## src/rtl/selsort_pkg.sv

```systemverilog
// shared types and constants for the selection-sort controller
package selsort_pkg;

    typedef enum logic [3:0] {
        ST_INIT      = 4'd0,
        ST_WAIT_LOW  = 4'd1,
        ST_SETUP     = 4'd2,
        ST_OUTER     = 4'd3,
        ST_LOAD_MIN  = 4'd4,
        ST_READ_DATA = 4'd5,
        ST_COMPARE   = 4'd6,
        ST_NEW_MIN   = 4'd7,
        ST_SCAN_NEXT = 4'd8,
        ST_INNER_INC = 4'd9,
        ST_SWAP_READ = 4'd10,
        ST_SWAP_WR1  = 4'd11,
        ST_SWAP_WR2  = 4'd12,
        ST_DONE      = 4'd13
    } state_t;

    localparam logic [1:0] ADDR_OUTER = 2'd0;
    localparam logic [1:0] ADDR_INNER = 2'd1;
    localparam logic [1:0] ADDR_MIN   = 2'd2;

    localparam logic DATA_MIN = 1'b0;
    localparam logic DATA_REG = 1'b1;

    localparam logic MIN_FROM_OUTER = 1'b0;
    localparam logic MIN_FROM_INNER = 1'b1;

    typedef struct packed {
        logic [1:0] outer_ctrl;
        logic [2:0] inner_ctrl;
        logic       load_min_address;
        logic       load_min_value;
        logic       load_data_value;
        logic [1:0] address_select;
        logic       data_select;
        logic       min_select;
        logic       mem_read;
        logic       mem_write;
        logic       sort_done;
    } ctrl_word_t;

endpackage

```

## src/rtl/selsort_decode.sv

```systemverilog
// control word decode of the present state
module selsort_decode
(
    input  logic [3:0]               state,
    output selsort_pkg::ctrl_word_t  ctrl
);

    always_comb
    begin
        ctrl = '0;
        case (state)
            selsort_pkg::ST_SETUP:
            begin
                ctrl.outer_ctrl = 2'b11;
                ctrl.inner_ctrl = 3'b011;
            end
            selsort_pkg::ST_OUTER:
            begin
                ctrl.inner_ctrl = 3'b101;
            end
            selsort_pkg::ST_LOAD_MIN:
            begin
                ctrl.address_select   = selsort_pkg::ADDR_OUTER;
                ctrl.mem_read         = 1'b1;
                ctrl.load_min_value   = 1'b1;
                ctrl.load_min_address = 1'b1;
                ctrl.min_select       = selsort_pkg::MIN_FROM_OUTER;
            end
            selsort_pkg::ST_READ_DATA:
            begin
                ctrl.address_select  = selsort_pkg::ADDR_INNER;
                ctrl.mem_read        = 1'b1;
                ctrl.load_data_value = 1'b1;
            end
            selsort_pkg::ST_NEW_MIN:
            begin
                ctrl.address_select   = selsort_pkg::ADDR_INNER;
                ctrl.mem_read         = 1'b1;
                ctrl.load_min_value   = 1'b1;
                ctrl.load_min_address = 1'b1;
                ctrl.min_select       = selsort_pkg::MIN_FROM_INNER;
            end
            selsort_pkg::ST_INNER_INC:
            begin
                ctrl.inner_ctrl = 3'b001;
            end
            selsort_pkg::ST_SWAP_READ:
            begin
                ctrl.address_select  = selsort_pkg::ADDR_OUTER;
                ctrl.mem_read        = 1'b1;
                ctrl.load_data_value = 1'b1;
            end
            selsort_pkg::ST_SWAP_WR1:
            begin
                ctrl.mem_write      = 1'b1;
                ctrl.data_select    = selsort_pkg::DATA_MIN;
                ctrl.address_select = selsort_pkg::ADDR_OUTER;
            end
            selsort_pkg::ST_SWAP_WR2:
            begin
                ctrl.mem_write      = 1'b1;
                ctrl.data_select    = selsort_pkg::DATA_REG;
                ctrl.address_select = selsort_pkg::ADDR_MIN;
                ctrl.outer_ctrl     = 2'b01;
            end
            selsort_pkg::ST_DONE:
            begin
                ctrl.sort_done = 1'b1;
            end
            default:
            begin
                ctrl = '0;
            end
        endcase
    end

endmodule

```

## src/rtl/selection_sort_control_fsm_top.sv

```systemverilog
// top level of the selection-sort control state machine
// Usage:
//   input channel (in_valid/in_ready) carries one evaluation per item: start_req,
//   outer_carry, inner_carry, less_than, restart and clock_edge.
//   output channel (out_valid/out_ready) returns one control word per item,
//   the word of the state held when the item was accepted.
//   latency: the result is valid the cycle after the item is accepted.
//   throughput: one item per cycle while out_ready keeps the result draining; the state
//   register and the result register are the only stages, with one level of decode between them.
//   in_ready is high while the result register is empty or being drained,
//   so a stalled receiver holds the result and stops new items after one.
//   the state moves only when an item is accepted: restart clears it to
//   the initialise state, otherwise clock_edge advances it.
//   reset (rst_n low) clears the state to the initialise state and
//   empties the result register.
//   unused state codes give an all-zero control word and return to the
//   initialise state when the next accepted item restarts or advances it.
module selection_sort_control_fsm_top
(
    input  logic       clk,
    input  logic       rst_n,
    input  logic       in_valid,
    output logic       in_ready,
    input  logic       start_req,
    input  logic       outer_carry,
    input  logic       inner_carry,
    input  logic       less_than,
    input  logic       restart,
    input  logic       clock_edge,
    output logic       out_valid,
    input  logic       out_ready,
    output logic [1:0] outer_ctrl,
    output logic [2:0] inner_ctrl,
    output logic       load_min_address,
    output logic       load_min_value,
    output logic       load_data_value,
    output logic [1:0] address_select,
    output logic       data_select,
    output logic       min_select,
    output logic       mem_read,
    output logic       mem_write,
    output logic       sort_done
);

    logic [3:0]              state_reg;
    logic [3:0]              state_next;
    logic [3:0]              fsm_next;
    logic                    out_valid_reg;
    logic                    out_valid_next;
    selsort_pkg::ctrl_word_t ctrl;
    selsort_pkg::ctrl_word_t ctrl_reg;
    logic                    accept;

    assign in_ready = !out_valid_reg || out_ready;
    assign accept   = in_valid && in_ready;

    selsort_decode u_decode
    (
        .state (state_reg),
        .ctrl  (ctrl)
    );

    // next state
    always_comb
    begin
        case (state_reg)
            selsort_pkg::ST_INIT:
                fsm_next = start_req ? selsort_pkg::ST_WAIT_LOW : selsort_pkg::ST_INIT;
            selsort_pkg::ST_WAIT_LOW:
                fsm_next = start_req ? selsort_pkg::ST_WAIT_LOW : selsort_pkg::ST_SETUP;
            selsort_pkg::ST_SETUP:
                fsm_next = selsort_pkg::ST_OUTER;
            selsort_pkg::ST_OUTER:
                fsm_next = outer_carry ? selsort_pkg::ST_DONE : selsort_pkg::ST_LOAD_MIN;
            selsort_pkg::ST_LOAD_MIN:
                fsm_next = selsort_pkg::ST_READ_DATA;
            selsort_pkg::ST_READ_DATA:
                fsm_next = selsort_pkg::ST_COMPARE;
            selsort_pkg::ST_COMPARE:
                fsm_next = less_than ? selsort_pkg::ST_NEW_MIN : selsort_pkg::ST_SCAN_NEXT;
            selsort_pkg::ST_NEW_MIN:
                fsm_next = selsort_pkg::ST_SCAN_NEXT;
            selsort_pkg::ST_SCAN_NEXT:
                fsm_next = selsort_pkg::ST_INNER_INC;
            selsort_pkg::ST_INNER_INC:
                fsm_next = inner_carry ? selsort_pkg::ST_SWAP_READ
                                       : selsort_pkg::ST_READ_DATA;
            selsort_pkg::ST_SWAP_READ:
                fsm_next = selsort_pkg::ST_SWAP_WR1;
            selsort_pkg::ST_SWAP_WR1:
                fsm_next = selsort_pkg::ST_SWAP_WR2;
            selsort_pkg::ST_SWAP_WR2:
                fsm_next = selsort_pkg::ST_OUTER;
            default:
                fsm_next = selsort_pkg::ST_INIT;
        endcase
    end

    always_comb
    begin
        state_next = state_reg;
        if (accept)
        begin
            if (restart)
            begin
                state_next = selsort_pkg::ST_INIT;
            end
            else if (clock_edge)
            begin
                state_next = fsm_next;
            end
        end
    end

    always_comb
    begin
        out_valid_next = out_valid_reg;
        if (accept)
        begin
            out_valid_next = 1'b1;
        end
        else if (out_ready)
        begin
            out_valid_next = 1'b0;
        end
    end

    always_ff @(posedge clk or negedge rst_n)
    begin
        if (!rst_n)
        begin
            state_reg     <= selsort_pkg::ST_INIT;
            out_valid_reg <= 1'b0;
        end
        else
        begin
            state_reg     <= state_next;
            out_valid_reg <= out_valid_next;
        end
    end

    always_ff @(posedge clk)
    begin
        if (accept)
        begin
            ctrl_reg <= ctrl;
        end
    end

    assign out_valid        = out_valid_reg;
    assign outer_ctrl       = ctrl_reg.outer_ctrl;
    assign inner_ctrl       = ctrl_reg.inner_ctrl;
    assign load_min_address = ctrl_reg.load_min_address;
    assign load_min_value   = ctrl_reg.load_min_value;
    assign load_data_value  = ctrl_reg.load_data_value;
    assign address_select   = ctrl_reg.address_select;
    assign data_select      = ctrl_reg.data_select;
    assign min_select       = ctrl_reg.min_select;
    assign mem_read         = ctrl_reg.mem_read;
    assign mem_write        = ctrl_reg.mem_write;
    assign sort_done        = ctrl_reg.sort_done;

endmodule
```

## config.mk

```make
export PLATFORM = sky130hd
export DESIGN_NAME = selection_sort_control_fsm_top
export DESIGN_NICKNAME = d
export VERILOG_FILES = /design/src/rtl/selsort_pkg.sv /design/src/rtl/selsort_decode.sv /design/src/rtl/selection_sort_control_fsm_top.sv
export SDC_FILE = /design/constraint.sdc
export NUM_CORES = 1
export LEC_CHECK = 0
export CORE_UTILIZATION = 24
export CTS_BUF_LIST = sky130_fd_sc_hd__clkbuf_16
export DETAILED_ROUTE_END_ITERATION = 8
export DONT_BUFFER_PORTS = 1
export PLACE_DENSITY_LB_ADDON = 0.12
export SYNTH_ARGS = -nofsm -noshare
export SYNTH_HDL_FRONTEND = slang
export SYNTH_SLANG_ARGS = --single-unit
```

## constraint.sdc

```tcl
create_clock -name clk -period 1.54 [get_ports clk]
set_input_delay 0.077 -clock clk [delete_from_list [all_inputs] [get_ports clk]]
set_output_delay 0.077 -clock clk [all_outputs]
set_load 0.02 [all_outputs]
```

==> qor.yml <==
synth_most_common_cell: "edfxtp_1"
largest_register_ffs: 4
first_pass_iters: 4
swShare_pct: 26.6
crit_path_start_kind: "register"
min_period_ns: 1.43
cp.arrival_ns: 1.56
holdPathEnd: "state_reg[2]"
cts_root_buffer: "clkbuf_16"
ioPinCount: 27
crit_required_ns: 1.68
ys_seq_elements: 18
design.die.area_um2: 4070
clock-sinks: 18
fillers: 379
insertion_delay_ns: 0.25
clk_pin_slew_worst_paths_ns: 0.05
yosys.area_share.simple_pct: 19.9
yosysTopAreaCell: "edfxtp_1"
via_count: 645
synthTopCellsByCount: "edfxtp_1 (13), nand2b_1 (9), nor2_1 (9), nor2b_1 (6)"
synth_compound_area_share_pct: 18.3
dpl.hpwl_um: 1410
fp-row-count: 22
grt_usage_pct: 10.6
path_buf_inv: 0
multi_input_area_um2: 360
worstMarginPinSlew_ns: 0.373
r2r_end: "state_reg[1]"
critPathMaxStageDelay_ns: 0.52
skew_ns: 0.00305
wl_um: 1860
crit_fanout: 10
criticalPathCategory: "reg -> reg"
synthXorXnorAreaFrac_pct: 0
die_x_um: 63.8
p_int_w: 0.00103
portBuffers: 0
clock.fmax_mhz: 701
setup_viol: 0
core_area_um2: 3660
ctsLongestPathBuffers: 2
muxShareOfSynthArea_pct: 1.09
ant_nets: 0
avgViaCountPerCell: 4.67
cts-buffers-inserted: 3
htreeDepth: 1
cp-end-kind: "register"
synth_nets: 90
synth_warnings: 0
synth_cells: 80
drc: 0
synth-edff-count: 13
path_cells: "a21oi_1, a221o_1, a32o_2"
cp_slowest_cell: "dfrtp_1"
drt-wirelength-per-cell_um: 13.5
grt_setup_unrepaired: "false"
ys.flop_type: "edfxtp_1"
ys_types: 27
seq_area_um2: 517
start_util_pct: 25.0
drtIter0Drc: 28
overflow: 0
gp_congestion: 0.854
postSynthAreaPerCell_um2: 11.4
grt_pass1_vias: 655
grt_max_degree: 18
drive_gt1_share_pct: 18.9
area_growth_pct: 21.3
die_y_um: 63.8
holdWs_ns: 0.0583
grt_pass1_wl_um: 3190
status: "finished, final reports clean"
antenna_found_initial: 0
p_per_area_nw_per_um2: 1260
cts_setup_buffers: 0
maxSlewViolCount: 0
hold_depth: 2
ir_drop_mv: 0.354
ys_seq_area_share_pct: 56.3
hp-class: "in -> reg"
cap_violations: 0
synth_top_family_by_area: "simple AND/OR/NAND/NOR gates"
p_comb_share_pct: 17.3
synth_fa_ha_area_share_pct: 0
p_clk_share_pct: 36.5
reg2reg_slack_ns: 0.11
ys_async_sr_fraction_pct: 27.8
power.leakage_nw: 0.417
n_antenna_cell: 0
cts_tree: "built"
syn-cell-area_um2: 916
relSlewSlack_pct: 75.2
synth_top_area_share_pct: 42.6
switchingPower_w: 0.000374
reg2reg_depth: 3
finalHoldViolCount: 0
min_from: "restart"
sequentialPowerShare_pct: 46.2
fin_nets: 101
r2r-start: "state_reg[2]"
critical_path.top_delay_family: "compound AO/OA/AOI/OAI gates"
tns_ns: 0
power_w: 0.00140
netlist_top_cells_area: "edfxtp_1 (43%), dfrtp_1 (14%), nand2b_1 (6.1%)"
fin_crit_sh_pct: 92.6
-- cell type report --
type                       count  area share (%)
multi-input combinational     55            32.4
tap                           48            5.41
clock buffer                   3            6.76
sequential                    18            46.5
inverter                       2           0.676
timing repair buffer          11            7.88
clock inverter                 1           0.338
-- worst max path at each step --
stage	depth (start not counted)	startpoint	endpoint	slack, ns
2_1_floorplan	2	out_valid	address_select[0]	0.03
3_3_place_gp	3	state_reg[3]	state_reg[0]	0.08
3_5_place_dp	3	state_reg[3]	state_reg[0]	0.07
4_1_cts	3	state_reg[3]	state_reg[0]	0.06
5_1_grt	4	state_reg[0]	state_reg[1]	0.03
6_report	3	state_reg[2]	state_reg[1]	0.11
-- through the flow --
step	area [µm²]	util, %	std cells	setup slack (ns)
2_1_floorplan	916	-	80	0.0333
6_report	1110	30.3	138	0.114
3_5_place_dp	1010	27.6	132	0.0723
4_1_cts	1110	30.3	138	0.0603
5_1_grt	1110	30.3	138	0.0322
3_3_place_gp	1010	27.6	132	0.0791
-- layer usage --
layer  vias up  wire [µm]  track usage (%)
met4         0         51             6.82
met3         5        115             3.75
li1        319          -                -
met5         -          0                0
met1       302        845             13.4
met2        19        847             15.3
-- cell usage in the layout, fill, tap and decap left out, drive strengths merged, types with 3 or more instances in the layout --
cell / netlist / routed
edfxtp: 13 / 13
nor2: 9 / 9
nor3: 3 / 3
a21oi: 3 / 3
nand2: 5 / 5
nand2b: 9 / 9
a22o: 3 / 3
nor2b: 6 / 6
clkbuf: 1 / 3
dfrtp: 5 / 5
buf: 4 / 9
-- cell families (layout without fill, tap and decap cells) --
family,after synthesis,count (layout)
simple gates,35,35
buf+inv,7,17
mux,1,1
flops,18,18
compound gates,19,19
-- power groups by stage --
stage / sequential [W] / combinational (W) / clock, W
after floorplan: 0.000634 / 0.000183 / 0
after global placement: 0.000660 / 0.000242 / 0
after detailed placement: 0.000659 / 0.000237 / 0
after CTS: 0.000649 / 0.000245 / 0.000531
after global routing: 0.000656 / 0.000269 / 0.000553
final: 0.000649 / 0.000243 / 0.000513
-- timing repair --
action,in CTS,in global routing
hold buffers,2,0
endpoints found under the hold margin,6,0
endpoints found under the setup margin,0,3
gates resized for setup,0,1
Power figures use the tool's default switching activity.
